$ cat config.mk
export PLATFORM = sky130hd
export DESIGN_NAME = philox_round
export DESIGN_NICKNAME = d
export VERILOG_FILES = /design/src/rtl/philox_pkg.sv /design/src/rtl/philox_round.sv
export SDC_FILE = /design/constraint.sdc
export NUM_CORES = 2
export LEC_CHECK = 0
export BUFFER_PORTS_ARGS = -buffer_cell sky130_fd_sc_hd__clkbuf_2
export CAP_MARGIN = 10
export CORE_ASPECT_RATIO = 0.5
export CORE_MARGIN = 4
export CORE_UTILIZATION = 60
export DETAILED_ROUTE_END_ITERATION = 16
export HOLD_SLACK_MARGIN = 0.05
export PLACE_DENSITY_LB_ADDON = 0.2
export SLEW_MARGIN = 40
export SYNTH_ARGS = -nofsm -noshare
export SYNTH_HDL_FRONTEND = slang
export SYNTH_SLANG_ARGS = --single-unit
$ cat constraint.sdc
create_clock -name clk -period 8.7 [get_ports clk]
set_clock_uncertainty 0.15 [all_clocks]
set_input_delay 1.74 -clock clk [delete_from_list [all_inputs] [get_ports clk]]
set_output_delay 1.74 -clock clk [all_outputs]
set_load 0.005 [all_outputs]
$ cat src/rtl/philox_pkg.sv
`default_nettype none

package philox_pkg;

  localparam logic [31:0] MUL_B   = 32'hCD9E8D57;
  localparam logic [31:0] MUL_D   = 32'hD2511F53;
  localparam logic [31:0] BUMP_K0 = 32'hBB67AE85;
  localparam logic [31:0] BUMP_K1 = 32'h9E3779B9;

  localparam int KEEP_BITS = 24;
  localparam int LEAD_W    = $clog2(KEEP_BITS);
  localparam logic [7:0] EXP_BASE = 8'(127 - KEEP_BITS);

  typedef struct packed {
    logic [31:0] a;
    logic [31:0] b;
    logic [31:0] c;
    logic [31:0] d;
  } philox_state_t;

  typedef logic [1:0] reg_index_t;

  localparam reg_index_t REG_SEED  = 2'd0;
  localparam reg_index_t REG_FLOAT = 2'd1;

  function automatic logic [LEAD_W-1:0] lead_pos(input logic [KEEP_BITS-1:0] v);
    logic [LEAD_W-1:0] p;
    p = '0;
    for (int i = 0; i < KEEP_BITS; i++) begin
      if (v[i]) begin
        p = LEAD_W'(i);
      end
    end
    return p;
  endfunction

  function automatic logic [31:0] unit_float(input logic [KEEP_BITS-1:0] v,
                                             input logic [LEAD_W-1:0] p);
    logic [KEEP_BITS-1:0] norm;
    logic [7:0]           expo;
    logic [LEAD_W-1:0]    sh;
    sh   = LEAD_W'(KEEP_BITS - 1) - p;
    norm = v << sh;
    expo = EXP_BASE + 8'(p);
    if (v == '0) begin
      return 32'h0000_0000;
    end
    return {1'b0, expo, norm[22:0]};
  endfunction

endpackage

`default_nettype wire

$ cat src/rtl/philox_round.sv
`default_nettype none

module philox_round (
  input  wire                        clk,
  input  wire                        rst,
  input  wire                        in_valid,
  input  philox_pkg::philox_state_t  in_state,
  input  wire  [31:0]                k0,
  input  wire  [31:0]                k1,
  output logic                       out_valid,
  output philox_pkg::philox_state_t  out_state
);
  import philox_pkg::*;

  logic [63:0]   prod_b;
  logic [63:0]   prod_d;
  philox_state_t state_next;

  assign prod_b = {32'b0, in_state.b} * {32'b0, MUL_B};
  assign prod_d = {32'b0, in_state.d} * {32'b0, MUL_D};

  always_comb begin
    state_next.a = prod_b[31:0];
    state_next.b = prod_d[63:32] ^ k1 ^ in_state.c;
    state_next.c = prod_d[31:0];
    state_next.d = prod_b[63:32] ^ k0 ^ in_state.a;
  end

  always_ff @(posedge clk) begin
    if (rst) begin
      out_valid <= 1'b0;
    end else begin
      out_valid <= in_valid;
    end
  end

  always_ff @(posedge clk) begin
    out_state <= state_next;
  end

endmodule

`default_nettype wire

==> results_dict.tcl <==
set metrics [dict create \
    critPathSlowestCell "fa_1" \
    die_w_um 383 \
    cts_setup_buffers 0 \
    grt_max_degree 17 \
    cts.sinks 129 \
    netlist-cell-type-count 81 \
    crit_family "adder cells" \
    synthArstFlopShare_pct 0 \
    timing.final.hold_violations 0 \
    fill_cells 5683 \
    io_pins 324 \
    syn_nets 6081 \
    maxCapViolCount 0 \
    drtAntennaViolNets 0 \
    cts-buffers-inserted 17 \
    status "finished clean" \
    crit_fanout 5 \
    vias 30100 \
    postCtsHoldBufs 0 \
    layout-drive-gt1-share_pct 13.2 \
    final_core_util_pct 68.0 \
    wirelength_um 113000 \
    yosys.area.top_type "fa_1" \
    die_h_um 195 \
    syn_avg_cell_area_sq_um 10.1 \
    rsz0062_at_grt "no" \
    netlist_area_sq_mm 0.0422 \
    dpl.hpwl_um 104000 \
    setup_tns_ns 0 \
    synthMostInstantiatedCell "inv_1" \
    cpPeakStageDelay_ns 0.53 \
    wl_per_cell_um 19.9 \
    core_area_sq_mm 0.0693 \
    clk_pin_slew_worst_paths_ns 0.07 \
    clk_path_buf_depth 2 \
    netlist.area_leader.share_pct 40.1 \
    start_util_pct 60.9 \
    layout.nets 6595 \
    synth_cells 4184 \
    timing.fmax_mhz 118 \
    firstDrtPassIters 5 \
    slew-limit-headroom_pct 46.1 \
    worstMarginPinSlew_ns 0.788 \
    crit_type "in -> reg" \
    grt_pass1_vias 32600 \
    synth_common_cells "inv_1, ha_1, fa_1" \
    syn_to_final_growth_pct 11.7 \
    multiInputGateArea_sq_mm 0.0346 \
    drt-initial-drc-count 1869 \
    grt_usage_pct 31.5 \
    ys_ff_latch 129 \
    rows 68 \
    ys_top_cells_by_area "fa_1, ha_1, inv_1" \
    drc 0 \
    finalSetupViolations 0 \
    h-tree-depth 4 \
    gp_congestion 1.01 \
    die_area_sq_mm 0.0748 \
    cp_common_cell "fa_1" \
    drv_slew 0 \
    synth-edff-count 0 \
    yosys_most_used_dff "dfxtp_1" \
    tritoncts "done" \
    min_period_ns 8.48 \
    post-route-period-util_pct 97.4 \
    cp-end-kind "flop" \
    antenna_found_initial 1 \
    cts_root_buf "clkbuf_16" \
    grt-ovfl-total 0 \
    regArea_sq_mm 0.00258 \
    synth-seq-area-share_pct 6.13 \
    port_buffers 323 \
    worst-path-buf-inv 8 \
    start_kind "input pin" \
    grt_pass1_wl_um 180000 \
    yosys_warnings 0 \
    critPathRequiredTime_ns 8.95 \
    via_per_inst 5.32 \
    cts_resized 0 \
    arrival_ns 8.73 \
    worstHoldPathType "in -> reg" \
]
-- logic make-up after synthesis --
logic type,Yosys count,synth area share (%)
buffers and inverters,1321,11.8
AOI/OAI and AO/OA,421,6.81
DFF,129,6.13
adders and majority gates,1702,65.6
xor gates and xnor gates,280,5.82
and+or+nand+nor,331,3.90
-- layer usage --
metal / global-route usage (%) / wire length (um) / vias to the layer above
met5: 0 / 0 / -
met4: 10.3 / 3960 / 0
met3: 5.25 / 6810 / 167
met2: 52.5 / 54200 / 872
met1: 42.2 / 47600 / 15200
li1: - / - / 13900
-- stage by stage --
step	std cells	area, sq um	hold WS, ns	setup slack (ns)
global route	5657	47100	1.25	0.0426
detailed placement	5624	46500	1.75	-0.149
finish	5657	47100	1.27	0.222
CTS	5656	47100	1.22	0.337
global placement	5624	46500	1.75	-0.148
floorplan	4184	42200	1.62	0.497
-- layout by cell type (no fill, tap or decap), drive strengths merged, types with 8 or more instances in the layout --
cell type and count:
a21oi 143, clkbuf 340, o21a 11, nand2 93
dfxtp 129, fa 845, nand4 49, nor3 10
buf 233, a21o 78, o21ai 73, xnor2 210
ha 857, nor2 79, and3 16, o31ai 8
a211oi 8, nand2b 14, nor2b 18, xor2 70
o21bai 18, a31oi 20, nand3 24, inv 1272
o211ai 10
-- path summary, 6_finish.rpt --
kind | start | to | slack [ns] | depth (start not counted)
hold / removal | rst | out_valid | 1.27 | 2
setup / recovery | in_state[78] | out_state[31] | 0.22 | 27
-- area by class of cell --
| type | instances | share of cell area [%] |
|---|---|---|
| clock inverters | 15 | 0.383 |
| repair buffers | 556 | 7.17 |
| flip-flops and latches | 129 | 5.48 |
| inverters | 1260 | 10.0 |
| clock buffers | 17 | 0.903 |
| diodes | 1 | 0.00531 |
| multi-input cells | 2734 | 73.5 |
| well taps | 945 | 2.51 |
-- state kept, by name (all words and copies together) (netlist names) --
register	flops
out_state	128
out_valid	1
Power is not shown: default switching activity piles up to over one toggle a cycle in this logic, so the estimate is an artifact.
