===== src/rtl/philox_pkg.sv =====
`default_nettype none

package philox_pkg;

  localparam logic [31:0] MUL_B   = 32'hCD9E8D57;
  localparam logic [31:0] MUL_D   = 32'hD2511F53;
  localparam logic [31:0] BUMP_K0 = 32'hBB67AE85;
  localparam logic [31:0] BUMP_K1 = 32'h9E3779B9;

  localparam int KEEP_BITS = 24;
  localparam int LEAD_W    = $clog2(KEEP_BITS);
  localparam logic [7:0] EXP_BASE = 8'(127 - KEEP_BITS);

  typedef struct packed {
    logic [31:0] a;
    logic [31:0] b;
    logic [31:0] c;
    logic [31:0] d;
  } philox_state_t;

  typedef logic [1:0] reg_index_t;

  localparam reg_index_t REG_SEED  = 2'd0;
  localparam reg_index_t REG_FLOAT = 2'd1;

  function automatic logic [LEAD_W-1:0] lead_pos(input logic [KEEP_BITS-1:0] v);
    logic [LEAD_W-1:0] p;
    p = '0;
    for (int i = 0; i < KEEP_BITS; i++) begin
      if (v[i]) begin
        p = LEAD_W'(i);
      end
    end
    return p;
  endfunction

  function automatic logic [31:0] unit_float(input logic [KEEP_BITS-1:0] v,
                                             input logic [LEAD_W-1:0] p);
    logic [KEEP_BITS-1:0] norm;
    logic [7:0]           expo;
    logic [LEAD_W-1:0]    sh;
    sh   = LEAD_W'(KEEP_BITS - 1) - p;
    norm = v << sh;
    expo = EXP_BASE + 8'(p);
    if (v == '0) begin
      return 32'h0000_0000;
    end
    return {1'b0, expo, norm[22:0]};
  endfunction

endpackage

`default_nettype wire


===== src/rtl/philox_float.sv =====
`default_nettype none

module philox_float (
  input  wire                        clk,
  input  wire                        rst,
  input  wire                        in_valid,
  input  philox_pkg::philox_state_t  in_state,
  input  wire                        float_mode,
  output logic                       out_valid,
  output philox_pkg::philox_state_t  out_state
);
  import philox_pkg::*;

  logic              valid1;
  logic              mode1;
  philox_state_t     state1;
  logic [LEAD_W-1:0] lead1 [4];
  logic [LEAD_W-1:0] lead_next [4];
  philox_state_t     state_next;

  always_comb begin
    lead_next[0] = lead_pos(in_state.a[31 -: KEEP_BITS]);
    lead_next[1] = lead_pos(in_state.b[31 -: KEEP_BITS]);
    lead_next[2] = lead_pos(in_state.c[31 -: KEEP_BITS]);
    lead_next[3] = lead_pos(in_state.d[31 -: KEEP_BITS]);
  end

  always_comb begin
    if (mode1) begin
      state_next.a = unit_float(state1.a[31 -: KEEP_BITS], lead1[0]);
      state_next.b = unit_float(state1.b[31 -: KEEP_BITS], lead1[1]);
      state_next.c = unit_float(state1.c[31 -: KEEP_BITS], lead1[2]);
      state_next.d = unit_float(state1.d[31 -: KEEP_BITS], lead1[3]);
    end else begin
      state_next = state1;
    end
  end

  always_ff @(posedge clk) begin
    if (rst) begin
      valid1    <= 1'b0;
      out_valid <= 1'b0;
    end else begin
      valid1    <= in_valid;
      out_valid <= valid1;
    end
  end

  always_ff @(posedge clk) begin
    state1    <= in_state;
    mode1     <= float_mode;
    lead1     <= lead_next;
    out_state <= state_next;
  end

endmodule

`default_nettype wire


===== config.mk =====
export PLATFORM = sky130hd
export DESIGN_NAME = philox_float
export DESIGN_NICKNAME = d
export VERILOG_FILES = /design/src/rtl/philox_pkg.sv /design/src/rtl/philox_float.sv
export SDC_FILE = /design/constraint.sdc
export NUM_CORES = 1
export LEC_CHECK = 0
export BUFFER_PORTS_ARGS = -buffer_cell sky130_fd_sc_hd__buf_4
export CORE_UTILIZATION = 50
export DETAILED_ROUTE_END_ITERATION = 6
export GPL_TIMING_DRIVEN = 0
export PLACE_DENSITY_LB_ADDON = 0.3
export SYNTH_ARGS = -nofsm -noshare
export SYNTH_HDL_FRONTEND = slang
export SYNTH_SLANG_ARGS = --single-unit

===== constraint.sdc =====
create_clock -name clk -period 3.5 [get_ports clk]
set_input_delay 0.525 -clock clk [delete_from_list [all_inputs] [get_ports clk]]
set_output_delay 0.525 -clock clk [all_outputs]
set_load 0.02 [all_outputs]

==> flow_summary.json, run 1 <==
{
  "rows": 58,
  "diodes": 0,
  "swShare": 0.285,
  "area_delta_synth_final_pct": 25.3,
  "grt_antenna_before_repair": 0,
  "synth_fp_nets": 1623,
  "hold_violations": 0,
  "setup_viol": 0,
  "wl_per_cell_um": 21.5,
  "drive_gt1_frac": 0.221,
  "drt_iter0_drc": 1388,
  "async_flop_share": 0,
  "avgViaCountPerCell": 6.02,
  "internal_power_mw": 5.97,
  "p_leak_nw": 7.54,
  "final_area_um2": 16500,
  "synth_top_cell_by_area": "dfxtp_1",
  "clockBufferDepth": 3,
  "syn_inst": 1483,
  "grt_max_degree": 16,
  "crit_path_start_kind": "flip-flop",
  "grt-ovfl-total": 0,
  "fillers": 2118,
  "ys_types": 68,
  "synth_area_leaders": "dfxtp_1 (42%), mux2i_1 (7.2%), o21ai_0 (3.8%)",
  "detail-route-antenna-nets": 0,
  "yosysSeqAreaShare": 0.425,
  "syn_area_um2": 13100,
  "combPwrFrac": 0.199,
  "cts_tree": "done",
  "power-per-cell-area_nw_per_um2": 507,
  "status": "complete, no violations",
  "grt_usage": 0.331,
  "seqPwrFrac": 0.428,
  "setup_tns_ps": 0,
  "multi_input_area_um2": 6530,
  "wirelength_um": 45800,
  "core_area_um2": 25500,
  "cap_violations": 0,
  "cts.htree.levels": 1,
  "die-area_um2": 26900,
  "nets": 1913,
  "ys_ff_latch": 279,
  "first_pass_iters": 6,
  "post_cts_buffers": 0,
  "required_ps": 3870,
  "gp_congestion": 0.978,
  "postCtsResizedCells": 0,
  "grt_setup_unrepaired": "false",
  "arrival_ps": 3040,
  "cts_buffers": 28,
  "synth_edf_count": 0,
  "drc_errors": 0,
  "synth.avg_cell_area_um2": 8.86,
  "grt_pass1_vias": 12400,
  "root_buffer": "clkbuf_16",
  "synth.most_common_cell": "dfxtp_1",
  "synth_common_cells": "dfxtp_1 (279), inv_1 (129), nand2_1 (112)",
  "dpl_cell_area_um2": 15500,
  "clock-sinks": 279,
  "dp_hpwl_um": 34800,
  "synth_flop_cell": "dfxtp_1",
  "worstMarginPinSlew_ps": 915,
  "seqCellArea_um2": 5590,
  "max_slew_margin": 0.390,
  "vias": 12800,
  "yosysWarnings": 0,
  "path_max_fanout": 10,
  "switchingPower_mw": 2.38,
  "synth_top_area_share": 0.425,
  "fin_crit_sh": 0.763,
  "grt_first_pass_wirelength_um": 69100,
  "cp-end-kind": "flip-flop",
  "drv_slew": 0,
  "fmax_mhz": 375,
  "port_buffers": 260,
  "hold_buffers": 0,
  "start_util": 0.516,
  "path_class": "reg2reg",
  "die_y_um": 164,
  "ir_drop_v": 0.000446,
  "p_clk_frac": 0.373,
  "io-pin-count": 261,
  "fin_crit_ps": 2670,
  "worst_skew_pair.late_latency_ps": 540,
  "fin_skew_ps": 7.38,
  "clkSlewWorstSetupHoldPaths_ps": 70,
  "die_w_um": 164,
  "p_total_mw": 8.35,
  "hold_path.class": "in2reg"
}
==> through the flow <==
stage	setup WS (ps)	utilization	std cells	hold slack (ps)
after floorplan	1770	-	1483	414
after global placement	896	0.609	2073	424
after detailed placement	919	0.609	2073	434
after CTS	894	0.647	2124	62.7
after global routing	803	0.647	2124	62.3
final	831	0.647	2124	79.3
==> metal layers <==
layer	share of wire	routed length, um	global-route usage
met5	0	0	0
met4	0.037	1690	0.135
met3	0.078	3570	0.0460
met2	0.47	21700	0.559
met1	0.41	18900	0.423
==> state kept, by name (all words and copies together), names as in the netlist <==
register,count
valid1,1
out_valid,1
state1,128
out_state,128
lead1,20
mode1,1
==> worst max-delay path, stage by stage (launching register included) <==
cell,delay [ps]
dfxtp_1,360
clkbuf_1,570
buf_1,620
clkbuf_1,730
a21oi_1,210
==> cells by family after synthesis <==
logic type      after synthesis  synth area share
simple gates                417             0.151
flops                       279             0.425
compound gates              385             0.184
xor+xnor                     12           0.00800
fa+ha+maj                     8           0.00762
buf+inv                     232            0.0779
mux                         150             0.146
==> layout by cell type, fill, tap and decap left out, types with 29 or more instances in the layout <==
cell / netlist / routed
mux2i_1: 94 / 94
clkbuf_1: 49 / 54
buf_4: 9 / 269
nand3_1: 67 / 67
o22ai_1: 69 / 69
nand2_1: 112 / 112
clkbuf_16: 0 / 29
o21ai_0: 99 / 99
nor2_1: 107 / 107
nor4_1: 36 / 36
inv_1: 129 / 129
a21oi_1: 71 / 71
dfxtp_1: 279 / 279
mux2_2: 29 / 29
==> layout make-up <==
type                            instances  share of cell area
Multi-Input combinational cell        972               0.397
Sequential cell                       279               0.339
Timing Repair Buffer                  260               0.118
Clock buffer                           39              0.0494
Buffer                                 97              0.0314
Inverter                              135              0.0308
Tap cell                              330              0.0251
Clock inverter                         12             0.00919
==> power by group through the flow <==
stage / combinational [mW] / sequential (mW) / clock, mW
after floorplan: 0.763 / 3.78 / 0
after global placement: 1.63 / 3.63 / 0
after detailed placement: 1.63 / 3.63 / 0
after CTS: 1.64 / 3.57 / 3.14
after global routing: 1.77 / 3.59 / 3.28
final: 1.67 / 3.57 / 3.11
==> final timing paths <==
check | endpoint | slack [ps] | startpoint | cells past startpoint
worst max-delay path | out_state[117] | 830 | mode1 | 4
worst min-delay path | state1[96] | 80 | in_state[96] | 1
worst max register to register | out_state[117] | 830 | mode1 | 4
worst min register to register | out_state[32] | 440 | state1[32] | 2
No activity file was read; power rests on OpenSTA's default activity.
==> run 2, diff against run 1 <==
clock period = 2.25 ns   (was 3.5 ns; I/O delays follow)
==> flow_summary.json, run 2 (synthesis results as in run 1) <==
{
  "hold_violations": 0,
  "instances_no_fill": 2255,
  "cts_buffers": 28,
  "layout_common_cells": "dfxtp_1 (279), buf_4 (269), dlygate4sd3_1 (130), inv_1 (129), nand2_1 (112)",
  "ir_drop_v": 0.000711,
  "required_ps": 2640,
  "rows": 58,
  "grt-ovfl-total": 0,
  "layout_commonest_cell": "dfxtp_1",
  "hp-start": "in_valid",
  "die_w_um": 164,
  "die_y_um": 164,
  "root_buffer": "clkbuf_16",
  "fin_crit_ps": 2180,
  "r2r_cells": 8,
  "first_pass_iters": 6,
  "path_class": "reg2reg",
  "place_ws_ps": -331,
  "grt_first_pass_wirelength_um": 76400,
  "gp_congestion": 0.978,
  "port_buffers": 260,
  "use_met1": 0.453,
  "drc_errors": 0,
  "cp-end-kind": "flip-flop",
  "setup_viol": 0,
  "swShare": 0.289,
  "worstMarginPinSlew_ps": 767,
  "clock-sinks": 279,
  "placedCellCount": 2073,
  "arrival_ps": 2570,
  "drt_iter0_drc": 1587,
  "clockBufferDepth": 3,
  "fmax_mhz": 459,
  "worstReg2RegStart": "lead1[16]",
  "grt_antenna_before_repair": 2,
  "path_max_fanout": 10,
  "nets": 2042,
  "cts_tree": "done",
  "p_clk_frac": 0.367,
  "wirelength_um": 51000,
  "area_delta_synth_final_pct": 35.6,
  "power-per-cell-area_nw_per_um2": 744,
  "die-area_um2": 26900,
  "clkSlewWorstSetupHoldPaths_ps": 60,
  "grt.met2_usage": 0.630,
  "combPwrFrac": 0.214,
  "hold_path.class": "in2reg",
  "crit_path_start_kind": "flip-flop",
  "internal_power_mw": 9.44,
  "fillers": 1876,
  "cts.htree.levels": 1,
  "grt_usage": 0.366,
  "cap_violations": 0,
  "reg2reg_slack_ps": 70,
  "fin_skew_ps": 8.75,
  "min_to": "valid1",
  "grt_pass1_vias": 13500,
  "worst_skew_pair.late_latency_ps": 550,
  "fin_crit_sh": 0.969,
  "p_leak_nw": 8.12,
  "drv_slew": 0,
  "detail-route-antenna-nets": 0,
  "grt.busiest_layer": "met2",
  "max_slew_margin": 0.489,
  "start_util": 0.516,
  "seqPwrFrac": 0.420,
  "avgViaCountPerCell": 6.10,
  "wl_per_cell_um": 22.6,
  "dp_hpwl_um": 34800,
  "status": "complete, no violations",
  "layout_setup_ws_ps": 70.1,
  "grt_util_met3": 0.0518,
  "switchingPower_mw": 3.83,
  "top_regs": "out_state (128), state1 (128), lead1 (20)",
  "grt_max_degree": 16,
  "min_path_cells": 2,
  "io-pin-count": 261,
  "core_area_um2": 25500,
  "fin_util": 0.700,
  "worstReg2RegEnd": "out_state[114]",
  "drive_gt1_frac": 0.214,
  "vias": 13800
}
==> run 2: cell types whose count changed in the layout (fill, tap and decap cells not counted), moves of 2 or more <==
cell	before	now
clkbuf_1	54	47
buf_1	9	5
dlygate4sd3_1	0	130
mux2i_1	94	92
diode_2	0	2
clkbuf_2	0	8
o21ai_1	6	9
o21ai_0	99	96
==> run 2: stage by stage <==
step / hold WS (ps) / TNS, ps / instance area [um^2] / total power, mW
6_report: 31.5 / 0 / 17800 / 13.3
5_1_grt: 16.1 / -15.4 / 17800 / 13.7
4_1_cts: 11.2 / 0 / 17800 / 13.2
3_5_place_dp: 434 / -9730 / 15500 / 8.19
3_3_place_gp: 424 / -7670 / 15500 / 8.19
2_1_floorplan: 365 / 0 / 13100 / 7.06
==> run 2: worst max path at each step <==
stage	from	endpoint	slack (ps)	cells past startpoint
floorplan	lead1[14]	out_state[80]	520	7
global placement	mode1	out_state[117]	-350	4
detailed placement	mode1	out_state[85]	-330	4
CTS	lead1[6]	out_state[39]	20	8
global route	lead1[16]	out_state[114]	-20	8
finish	lead1[16]	out_state[114]	70	8
==> run 2: worst max-delay path, stage by stage (launching register included) <==
cell	delay, ps
dfxtp_1	310
buf_4	190
buf_4	250
mux2i_1	420
mux2i_2	230
nand2_1	110
o21ai_0	150
a32oi_1	260
a31oi_1	110
==> run 2: layer usage <==
metal	vias up	routed length (um)
met5	-	0
met4	0	2080
met3	157	4230
met2	864	24700
met1	6522	20000
li1	6211	-
==> run 2: layout make-up <==
cell class | instances | area (um^2) | share of cell area
Antenna cell | 2 | 5.00 | 0.000281
Clock inverter | 12 | 151 | 0.00849
Sequential cell | 279 | 5590 | 0.313
Inverter | 135 | 507 | 0.0284
Clock buffer | 39 | 813 | 0.0456
Buffer | 96 | 532 | 0.0298
Timing Repair Buffer | 390 | 3250 | 0.182
Multi-Input combinational cell | 972 | 6570 | 0.368
Tap cell | 330 | 413 | 0.0232
==> run 2: timing repair <==
action                                 CTS  global route
endpoints found under the hold margin  133             0
gates resized for setup                  6            17
hold buffers                           130             0
setup buffers                            0             0
setup endpoints to repair               58            31
==> run 2: power groups by stage <==
| stage | Combinational, mW | Sequential, mW | Clock (mW) |
|---|---|---|---|
| 2_1_floorplan | 1.19 | 5.87 | 0 |
| 3_3_place_gp | 2.54 | 5.65 | 0 |
| 3_5_place_dp | 2.54 | 5.65 | 0 |
| 4_1_cts | 2.73 | 5.55 | 4.88 |
| 5_1_grt | 2.99 | 5.59 | 5.11 |
| 6_report | 2.84 | 5.57 | 4.86 |
